## src/design/rkc_pkg.sv

```systemverilog
// rkc_pkg: types, constants and register codes for the RGB 3x3 convolution block.
// No dependencies; imported by every module of the block except rkc_ram.
`timescale 1ns / 1ps
package rkc_pkg;

   localparam int MAX_WIDTH = 1024;
   localparam int ADDR_W    = $clog2(MAX_WIDTH);
   localparam int COL_W     = $clog2(MAX_WIDTH + 1);
   localparam int W_W       = 11;
   localparam int H_W       = 12;
   localparam int ROW_W     = H_W + 1;
   localparam int DIV_W     = 12;
   localparam int OFF_W     = 9;
   localparam int CSR_W     = 24;
   localparam int CSR_IDX_W = 3;
   localparam int PIX_W     = 24;
   localparam int ACC_W     = 20;
   localparam int NUM_W     = 22;
   localparam int OFFD_W    = OFF_W + DIV_W + 1;
   localparam int DIV_STEPS = 21;
   localparam int STEP_W    = $clog2(DIV_STEPS);

   localparam logic [CSR_IDX_W-1:0] CSR_IMAGE_WIDTH  = 3'd0;
   localparam logic [CSR_IDX_W-1:0] CSR_IMAGE_HEIGHT = 3'd1;
   localparam logic [CSR_IDX_W-1:0] CSR_KERNEL_TOP   = 3'd2;
   localparam logic [CSR_IDX_W-1:0] CSR_KERNEL_MID   = 3'd3;
   localparam logic [CSR_IDX_W-1:0] CSR_KERNEL_BOT   = 3'd4;
   localparam logic [CSR_IDX_W-1:0] CSR_SUM_DIVISOR  = 3'd5;
   localparam logic [CSR_IDX_W-1:0] CSR_SUM_OFFSET   = 3'd6;

   localparam logic OP_PIXEL = 1'b0;
   localparam logic OP_DRAIN = 1'b1;

   typedef struct packed {
      logic       opcode;
      logic [7:0] red_in;
      logic [7:0] green_in;
      logic [7:0] blue_in;
   } req_type;

   typedef struct packed {
      logic [7:0] red_out;
      logic [7:0] green_out;
      logic [7:0] blue_out;
      logic       frame_end;
   } rsp_type;

   typedef struct packed {
      logic       accept;
      logic       commit;
      logic       mac_clear;
      logic       mac_en;
      logic [1:0] tap_row;
      logic [1:0] tap_col;
      logic       div_load;
      logic       div_en;
      logic       out_load;
   } cmd_type;

   typedef struct packed {
      logic no_work;
      logic edge_only;
      logic has_result;
      logic out_busy;
   } stat_type;

endpackage

```

## src/design/rkc_ctrl.sv

```systemverilog
// rkc_ctrl: sequencer for one request: line store access, nine MAC taps, divide, output.
// Depends on rkc_pkg.
`timescale 1ns / 1ps
module rkc_ctrl (
   input  logic              clock,
   input  logic              reset,
   input  logic              req_valid,
   output logic              req_ready,
   input  rkc_pkg::stat_type stat,
   output rkc_pkg::cmd_type  cmd
);
   import rkc_pkg::*;

   typedef enum logic [5:0] {
      ST_IDLE  = 6'b000001,
      ST_WRITE = 6'b000010,
      ST_MAC   = 6'b000100,
      ST_DIVLD = 6'b001000,
      ST_DIV   = 6'b010000,
      ST_DONE  = 6'b100000
   } state_type;

   state_type         state_ff, state_in;
   logic [1:0]        tr_ff, tr_in, tc_ff, tc_in;
   logic [STEP_W-1:0] step_ff, step_in;
   logic              res_ff, res_in;

   always_comb begin
      state_in = state_ff;
      tr_in    = tr_ff;
      tc_in    = tc_ff;
      step_in  = step_ff;
      res_in   = res_ff;
      cmd      = '0;
      cmd.tap_row = tr_ff;
      cmd.tap_col = tc_ff;
      req_ready = state_ff == ST_IDLE;
      unique case (state_ff)
         ST_IDLE: begin
            if (req_valid) begin
               cmd.accept = 1'b1;
               res_in     = stat.has_result;
               if (stat.no_work) begin
                  state_in = ST_IDLE;
               end else if (stat.edge_only) begin
                  cmd.mac_clear = 1'b1;
                  tr_in    = '0;
                  tc_in    = '0;
                  state_in = ST_MAC;
               end else begin
                  state_in = ST_WRITE;
               end
            end
         end
         ST_WRITE: begin
            cmd.commit = 1'b1;
            if (res_ff) begin
               cmd.mac_clear = 1'b1;
               tr_in    = '0;
               tc_in    = '0;
               state_in = ST_MAC;
            end else begin
               state_in = ST_IDLE;
            end
         end
         ST_MAC: begin
            cmd.mac_en = 1'b1;
            if (tc_ff == 2'd2) begin
               tc_in = '0;
               tr_in = tr_ff + 2'd1;
               if (tr_ff == 2'd2) begin
                  tr_in    = '0;
                  state_in = ST_DIVLD;
               end
            end else begin
               tc_in = tc_ff + 2'd1;
            end
         end
         ST_DIVLD: begin
            cmd.div_load = 1'b1;
            step_in  = '0;
            state_in = ST_DIV;
         end
         ST_DIV: begin
            cmd.div_en = 1'b1;
            step_in    = step_ff + STEP_W'(1);
            if (step_ff == STEP_W'(DIV_STEPS - 1)) begin
               state_in = ST_DONE;
            end
         end
         ST_DONE: begin
            if (!stat.out_busy) begin
               cmd.out_load = 1'b1;
               state_in     = ST_IDLE;
            end
         end
         default: state_in = ST_IDLE;
      endcase
   end

   always_ff @(posedge clock) begin
      if (reset) begin
         state_ff <= ST_IDLE;
         tr_ff    <= '0;
         tc_ff    <= '0;
         step_ff  <= '0;
         res_ff   <= 1'b0;
      end else begin
         state_ff <= state_in;
         tr_ff    <= tr_in;
         tc_ff    <= tc_in;
         step_ff  <= step_in;
         res_ff   <= res_in;
      end
   end
endmodule

```

## config.mk

```make
export PLATFORM = sky130hd
export DESIGN_NAME = rkc_ctrl
export DESIGN_NICKNAME = d
export VERILOG_FILES = /design/src/design/rkc_pkg.sv /design/src/design/rkc_ctrl.sv
export SDC_FILE = /design/constraint.sdc
export NUM_CORES = 1
export LEC_CHECK = 0
export ABC_AREA = 1
export BUFFER_PORTS_ARGS = -buffer_cell sky130_fd_sc_hd__buf_2
export CORE_UTILIZATION = 48
export DETAILED_ROUTE_END_ITERATION = 8
export GPL_TIMING_DRIVEN = 0
export PLACE_DENSITY = 0.74
export SLEW_MARGIN = 10
export SYNTH_ARGS = -nofsm -noshare
export SYNTH_HDL_FRONTEND = slang
export SYNTH_SLANG_ARGS = --single-unit
export TNS_END_PERCENT = 50
```

## constraint.sdc

```tcl
create_clock -name clock -period 1.3 [get_ports clock]
set_input_delay 0.39 -clock clock [delete_from_list [all_inputs] [get_ports clock]]
set_output_delay 0.39 -clock clock [all_outputs]
set_load 0.005 [all_outputs]
```

==> results of run 1 <==
-- worst register-to-register path: stages (launching register included) --
cell and delay (ns):
dfxtp_4 0.37, nor2_4 0.24, nand3_4 0.13, buf_4 0.17, nand3_1 0.20, nand3_2 0.13, nor2_1 0.11, nor2_1 0.05
-- routing by layer --
metal | vias to the layer above | GRT usage, % | routed length [µm]
met2 | 33 | 43.61 | 1260
met1 | 488 | 31.54 | 1134
li1 | 540 | - | -
met3 | 8 | 3.846 | 99
met5 | - | 0 | 0
met4 | 0 | 14.29 | 65
-- per-stage QoR --
stage | utilization (%) | TNS (ns) | cell area [µm²] | setup slack, ns
floorplan | - | -0.1297 | 978.4 | -0.1297
global placement | 61.04 | -0.9050 | 1100 | -0.3358
detailed placement | 61.04 | -1.219 | 1100 | -0.3351
CTS | 73.40 | -4.638 | 1323 | -0.5747
global route | 76.88 | -5.984 | 1385 | -0.6439
finish | 76.88 | -4.434 | 1385 | -0.5860
-- how the worst min path moves through the flow --
| stage | from | endpoint |
|---|---|---|
| final | stat[1] | res_ff$_SDFFE_PP0P_ |
| after global routing | stat[1] | res_ff$_SDFFE_PP0P_ |
| after CTS | stat[1] | res_ff$_SDFFE_PP0P_ |
| after detailed placement | step_ff[3]$_SDFFE_PP0P_ | step_ff[3]$_SDFFE_PP0P_ |
| after global placement | step_ff[3]$_SDFFE_PP0P_ | step_ff[3]$_SDFFE_PP0P_ |
| after floorplan | step_ff[3]$_SDFFE_PP0P_ | step_ff[3]$_SDFFE_PP0P_ |
-- cell type report --
type / instances / share of cell area, %
inverter: 29 / 9.124
sequential: 16 / 24.48
clock buffer: 3 / 1.626
multi-input combinational: 101 / 47.97
tap: 25 / 2.258
timing repair buffer: 31 / 14.54
-- cells by family (layout without fill, tap and decap cells) --
| logic type | Yosys count | after routing | share of synthesized area, % |
|---|---|---|---|
| XOR/XNOR | 1 | 1 | 0.9022 |
| AND/OR/NAND/NOR | 84 | 84 | 44.46 |
| flip-flops | 16 | 16 | 32.99 |
| adder cells (fa/ha/maj) | 2 | 2 | 2.577 |
| buffers and inverters | 29 | 63 | 11.21 |
| AO/OA/AOI/OAI | 14 | 14 | 7.860 |
-- report_power, final --
group | internal (mW) | total [mW] | switching (mW)
clock network | 0.108 | 0.266 | 0.159
registers | 0.587 | 0.695 | 0.108
logic | 0.648 | 1.55 | 0.905
total | 1.34 | 2.51 | 1.17
-- cell usage after synthesis (all sizes together) --
cell,count
o21bai,1
nor2,25
o21ai,3
clkinv,1
ha,2
nand4,10
dfxtp,16
a21oi,10
nand2,29
xor2,1
nor3,4
inv,28
nand3,15
or2,1
-- state kept, by name, summed over array words and instances (netlist names) --
signal,cells
state_ff,6
step_ff,5
tc_ff,2
tr_ff,2
res_ff,1
-- repair_timing --
item / CTS / global route
setup endpoints to repair: 20 / 23
gates resized for setup: 35 / 13
setup buffers: 9 / 5
pin swaps: 11 / 9
cloned: 0 / 0
==> results.json, run 1 <==
{
  "first_pass_grt_wire_length_um": 3933,
  "post_synth_num_cell_types": 24,
  "leakage_power_figure_nw": 0.6477,
  "highest_net_fanout_along_the_worst_path": 4,
  "synth_warn": 0,
  "hold_violations": 0,
  "num-fill-cells": 139,
  "postSynthRegisterBits": 16,
  "clock_tree_from_tritoncts": "yes",
  "timing.final.max_slew_violations": 0,
  "failed_checks": "setup timing",
  "worstSkewPairLatency_ns": 0.29,
  "die_h_um": 46.98,
  "ant_nets": 0,
  "run_status": "finished, violations left",
  "report.power.total_mw": 2.513,
  "worst_slew_margin_rel_pct": 78.90,
  "cell_accounting_for_the_most_synthesized_area": "dfxtp_1",
  "synth_sequential_area_ratio_pct": 32.99,
  "worst_ir_drop_vdd_mv": 1.177,
  "drt_drc_violations_left": 0,
  "period_minus_slack_ns": 1.886,
  "wire_per_inst_um": 12.49,
  "cellPowerDensity_mw_per_mm2": 1815,
  "unrepaired_setup_endpoints_after_global_routing": "yes",
  "io_pins": 19,
  "timing.critical_path.from_type": "register",
  "seq_area_um2": 339.1,
  "fp.dieW_um": 46.98,
  "drt-initial-drc-count": 44,
  "finalNonFillerCells": 205,
  "clock_tree.htree_level_count": 1,
  "commonest_cells_after_routing_fill_and_taps_aside": "21 x nand2_1, 18 x inv_1, 17 x buf_2",
  "cts_hold_buf": 0,
  "synthTopCellsByArea": "dfxtp_1 33%, nand2_1 9.7%, inv_1 8.9%",
  "cts_num_sinks": 16,
  "max_slew.worst_pin.slew_ns": 0.3154,
  "critPathCaptureType": "output port",
  "multi_input_area_um2": 664.4,
  "route.final.wire_length_um": 2560,
  "max_freq_mhz": 530.2,
  "ff2ff_path_depth": 7,
  "post-dp-hpwl_um": 1650,
  "timing.critical_path.buf_inv": 3,
  "globalplace.congestion": 0.7914,
  "crit_family": "simple AND/OR/NAND/NOR gates",
  "clk_root_buffer_cell": "clkbuf_4",
  "grt_pass1_vias": 960,
  "fin_crit_sh_pct": 145.1,
  "grt_start_max_net_pins": 11,
  "final_nets": 191,
  "worst_hold_slack_ns": 0.3328,
  "portBuffers": 18,
  "synthesis.instances": 146,
  "drt_pre_antenna_iters": 4,
  "placementRows": 15,
  "route.vias.total": 1069,
  "synth_top_area_share_pct": 32.99,
  "crit_path_start": "state_ff[3]$_SDFFE_PP0P_",
  "holdCritPathClass": "input port to register",
  "layout_commonest_cell": "nand2_1",
  "critical_path.slowest_cell": "dfxtp_4",
  "antenna-diode-count": 0,
  "critical_setup_path_kind": "register to output port",
  "required_ns": 0.91,
  "worst_clock_skew_ns": 0.008243,
  "timing.final.ws_setup_ns": -0.5860,
  "final_layout_size_suffix_gt1_share_pct": 45.56,
  "worst_hold_path_depth": 3,
  "critPathCapture": "cmd[8]",
  "cts_made_buffers": 3,
  "globalRouteTotalUtil_pct": 25.89,
  "cp_data_arrival_time_ns": 1.50,
  "setup_viol_count_final": 18,
  "core_area_mm2": 0.001802,
  "fp.dieArea_mm2": 0.002207,
  "path_cells": "inv_2 -> nand2_4 -> nor3_4 -> nand2_2 -> nand2_2 -> inv_4 -> nand2_4 -> nor2_2 -> buf_2",
  "synth_fp_nets": 155,
  "rrSetupSlack_ns": -0.21,
  "drt-vias-per-instance": 5.215,
  "critical_path_stages": 9,
  "initial_antenna_violation_count": 0,
  "rr_startpoint": "state_ff[5]$_SDFFE_PP0P_",
  "start_util_pct": 53.89,
  "netlist_area_um2": 970.9,
  "worst_path_largest_cell_delay_ns": 0.38,
  "r2r_end": "tr_ff[0]$_SDFFE_PP0P_",
  "syn2layout_area_growth_pct": 42.65,
  "clk_pin_slew_worst_paths_ns": 0.10,
  "gr-total-overflow": 0,
  "placedCellCount": 189,
  "ctsLongestPathBuffers": 2,
  "syn_area_per_cell_um2": 6.650,
  "max-cap-violations": 0
}
(Power assumes the default switching activity.)
==> run 2, diff against run 1 <==
Settings changed: CTS_BUF_LIST set to sky130_fd_sc_hd__clkbuf_8 sky130_fd_sc_hd__clkbuf_16.
==> run 2 against run 1 <==
  * The run still ends with setup timing left
  * Die area unchanged
  * Register-to-register slack about the same
  * Via count down 0.75%
  * Wire length down 3.8%
  * Largest power group unchanged
==> results.json, run 2 (synthesis gave the netlist of run 1 again) <==
{
  "holdCritPathClass": "input port to register",
  "commonest_cells_after_routing_fill_and_taps_aside": "22 x nand2_1, 18 x buf_2, 17 x inv_1",
  "required_ns": 0.91,
  "clk_pin_slew_worst_paths_ns": 0.06,
  "drt_pre_antenna_iters": 4,
  "path_cells": "nor2_4 -> nand3_4 -> a21oi_4 -> nor2_4 -> nand2_4 -> nor2_1 -> buf_2",
  "worst_ir_drop_vdd_mv": 1.224,
  "drt_drc_violations_left": 0,
  "most_used_cell_cp": "nor2_4",
  "final_nets": 190,
  "drt-initial-drc-count": 38,
  "worst_hold_path.endpoint": "res_ff$_SDFFE_PP0P_",
  "grt_start_max_net_pins": 11,
  "fp.dieArea_mm2": 0.002207,
  "report.power.total_mw": 2.591,
  "start_util_pct": 53.89,
  "clock_tree_from_tritoncts": "yes",
  "ant_nets": 0,
  "critPathCaptureType": "output port",
  "period_minus_slack_ns": 1.845,
  "wire_per_inst_um": 12.08,
  "antenna-diode-count": 0,
  "biggestRegsByFlops": "state_ff (6), step_ff (5)",
  "ff2ff_path_depth": 10,
  "largest_register_ff_count": 6,
  "hold_violations": 0,
  "critical_path.slowest_cell": "dfxtp_4",
  "leakage_power_figure_nw": 0.6416,
  "r2r_end": "tr_ff[0]$_SDFFE_PP0P_",
  "cellPowerDensity_mw_per_mm2": 1909,
  "route.vias.total": 1061,
  "hold_path.startpoint": "stat[1]",
  "max_freq_mhz": 542.0,
  "cts_hold_buf": 0,
  "timing.final.max_slew_violations": 0,
  "rr_startpoint": "state_ff[5]$_SDFFE_PP0P_",
  "cts_num_sinks": 16,
  "io_pins": 19,
  "run_status": "finished, violations left",
  "rrSetupSlack_ns": -0.21,
  "highest_net_fanout_along_the_worst_path": 6,
  "initial_antenna_violation_count": 0,
  "largest-register": "state_ff",
  "unrepaired_setup_endpoints_after_global_routing": "yes",
  "final_layout_size_suffix_gt1_share_pct": 43.58,
  "timing.critical_path.from_type": "register",
  "globalRouteTotalUtil_pct": 24.23,
  "worst_path_largest_cell_delay_ns": 0.37,
  "syn2layout_area_growth_pct": 39.82,
  "drt-vias-per-instance": 5.201,
  "timing.final.ws_setup_ns": -0.5449,
  "first_pass_grt_wire_length_um": 3746,
  "finalSetupTns_ns": -4.791,
  "max-cap-violations": 0,
  "core_area_mm2": 0.001802,
  "clock_tree.htree_level_count": 1,
  "worst_hold_path_depth": 3,
  "worst_slew_margin_rel_pct": 80.33,
  "post-dp-hpwl_um": 1650,
  "gr-total-overflow": 0,
  "setup_viol_count_final": 21,
  "cts_made_buffers": 3,
  "ctsLongestPathBuffers": 2,
  "fp.dieW_um": 46.98,
  "cp_data_arrival_time_ns": 1.45,
  "die_h_um": 46.98,
  "globalplace.congestion": 0.7914,
  "failed_checks": "setup timing",
  "critical_setup_path_kind": "register to output port",
  "clk_root_buffer_cell": "clkbuf_8",
  "layout_commonest_cell": "nand2_1",
  "fin_crit_sh_pct": 141.9,
  "placementRows": 15,
  "worstSkewPairLatency_ns": 0.25,
  "max_slew.worst_pin.slew_ns": 0.2940,
  "route.final.wire_length_um": 2464,
  "portBuffers": 18,
  "grt_pass1_vias": 921,
  "worst_clock_skew_ns": 0.005195
}
-- run 2: changes by cell type in the layout (fill, tap and decap cells not counted), moves of 2 or more --
cell / change
buf_4: -3
clkbuf_4: -3
clkbuf_8: +3
dfxtp_2: +2
dfxtp_4: -2
inv_2: +7
inv_4: -6
nand3_1: +2
nand3_2: -2
-- run 2: through the flow --
step                      instance area [µm²]  util [%]  std cells  setup WS, ns  hold WS [ns]
after floorplan                         978.4         -        146       -0.1297        0.4374
after global placement                   1100     61.04        189       -0.3358        0.4540
after detailed placement                 1100     61.04        189       -0.3351        0.4650
after CTS                                1308     72.57        200       -0.5228        0.3769
after global routing                     1358     75.35        204       -0.6133        0.3764
final                                    1358     75.35        204       -0.5449        0.3742
-- run 2: worst max-delay path by stage --
stage,slack (ns),cells past startpoint,from,endpoint
after floorplan,-0.13,8,state_ff[3]$_SDFFE_PP0P_,cmd[8]
after global placement,-0.34,9,state_ff[3]$_SDFFE_PP0P_,cmd[8]
after detailed placement,-0.34,9,state_ff[0]$_SDFFE_PP1P_,cmd[8]
after CTS,-0.52,7,state_ff[5]$_SDFFE_PP0P_,cmd[8]
after global routing,-0.61,7,state_ff[4]$_SDFFE_PP0P_,cmd[8]
final,-0.54,7,state_ff[5]$_SDFFE_PP0P_,cmd[8]
-- run 2: layout make-up --
type,instances,area [µm²]
flip-flops and latches,16,334.1
inverters,29,111.4
clock buffers,3,41.29
multi-input cells,101,644.4
repair buffers,30,195.2
well taps,25,31.28
fillers,143,444.2
-- run 2: metal layers --
layer | vias to the layer above | share of wire (%) | GRT usage [%]
li1 | 542 | - | -
met1 | 480 | 47 | 31.07
met5 | - | 0 | 0
met3 | 5 | 3.4 | 3.462
met4 | 0 | 1.6 | 10.29
met2 | 34 | 48 | 40.56
-- run 2: where the power goes --
part | switching (mW) | internal, mW
sequential | 0.101 | 0.591
combinational | 0.901 | 0.629
clock | 0.163 | 0.205
total | 1.17 | 1.43
-- run 2: timing repair --
| action | CTS | global route |
|---|---|---|
| resized for setup | 30 | 6 |
| buffers inserted | 8 | 4 |
| hold endpoints to repair | 0 | 0 |
| setup endpoints to repair | 20 | 21 |
| pin swaps | 10 | 4 |
-- run 2: critical path, delay by kind of cell, from the launching register on --
family	cells	cell delay, ns
buffers and inverters	1	0.12
AND/OR/NAND/NOR	5	0.57
flip-flops	1	0.37
AO/OA/AOI/OAI	1	0.15
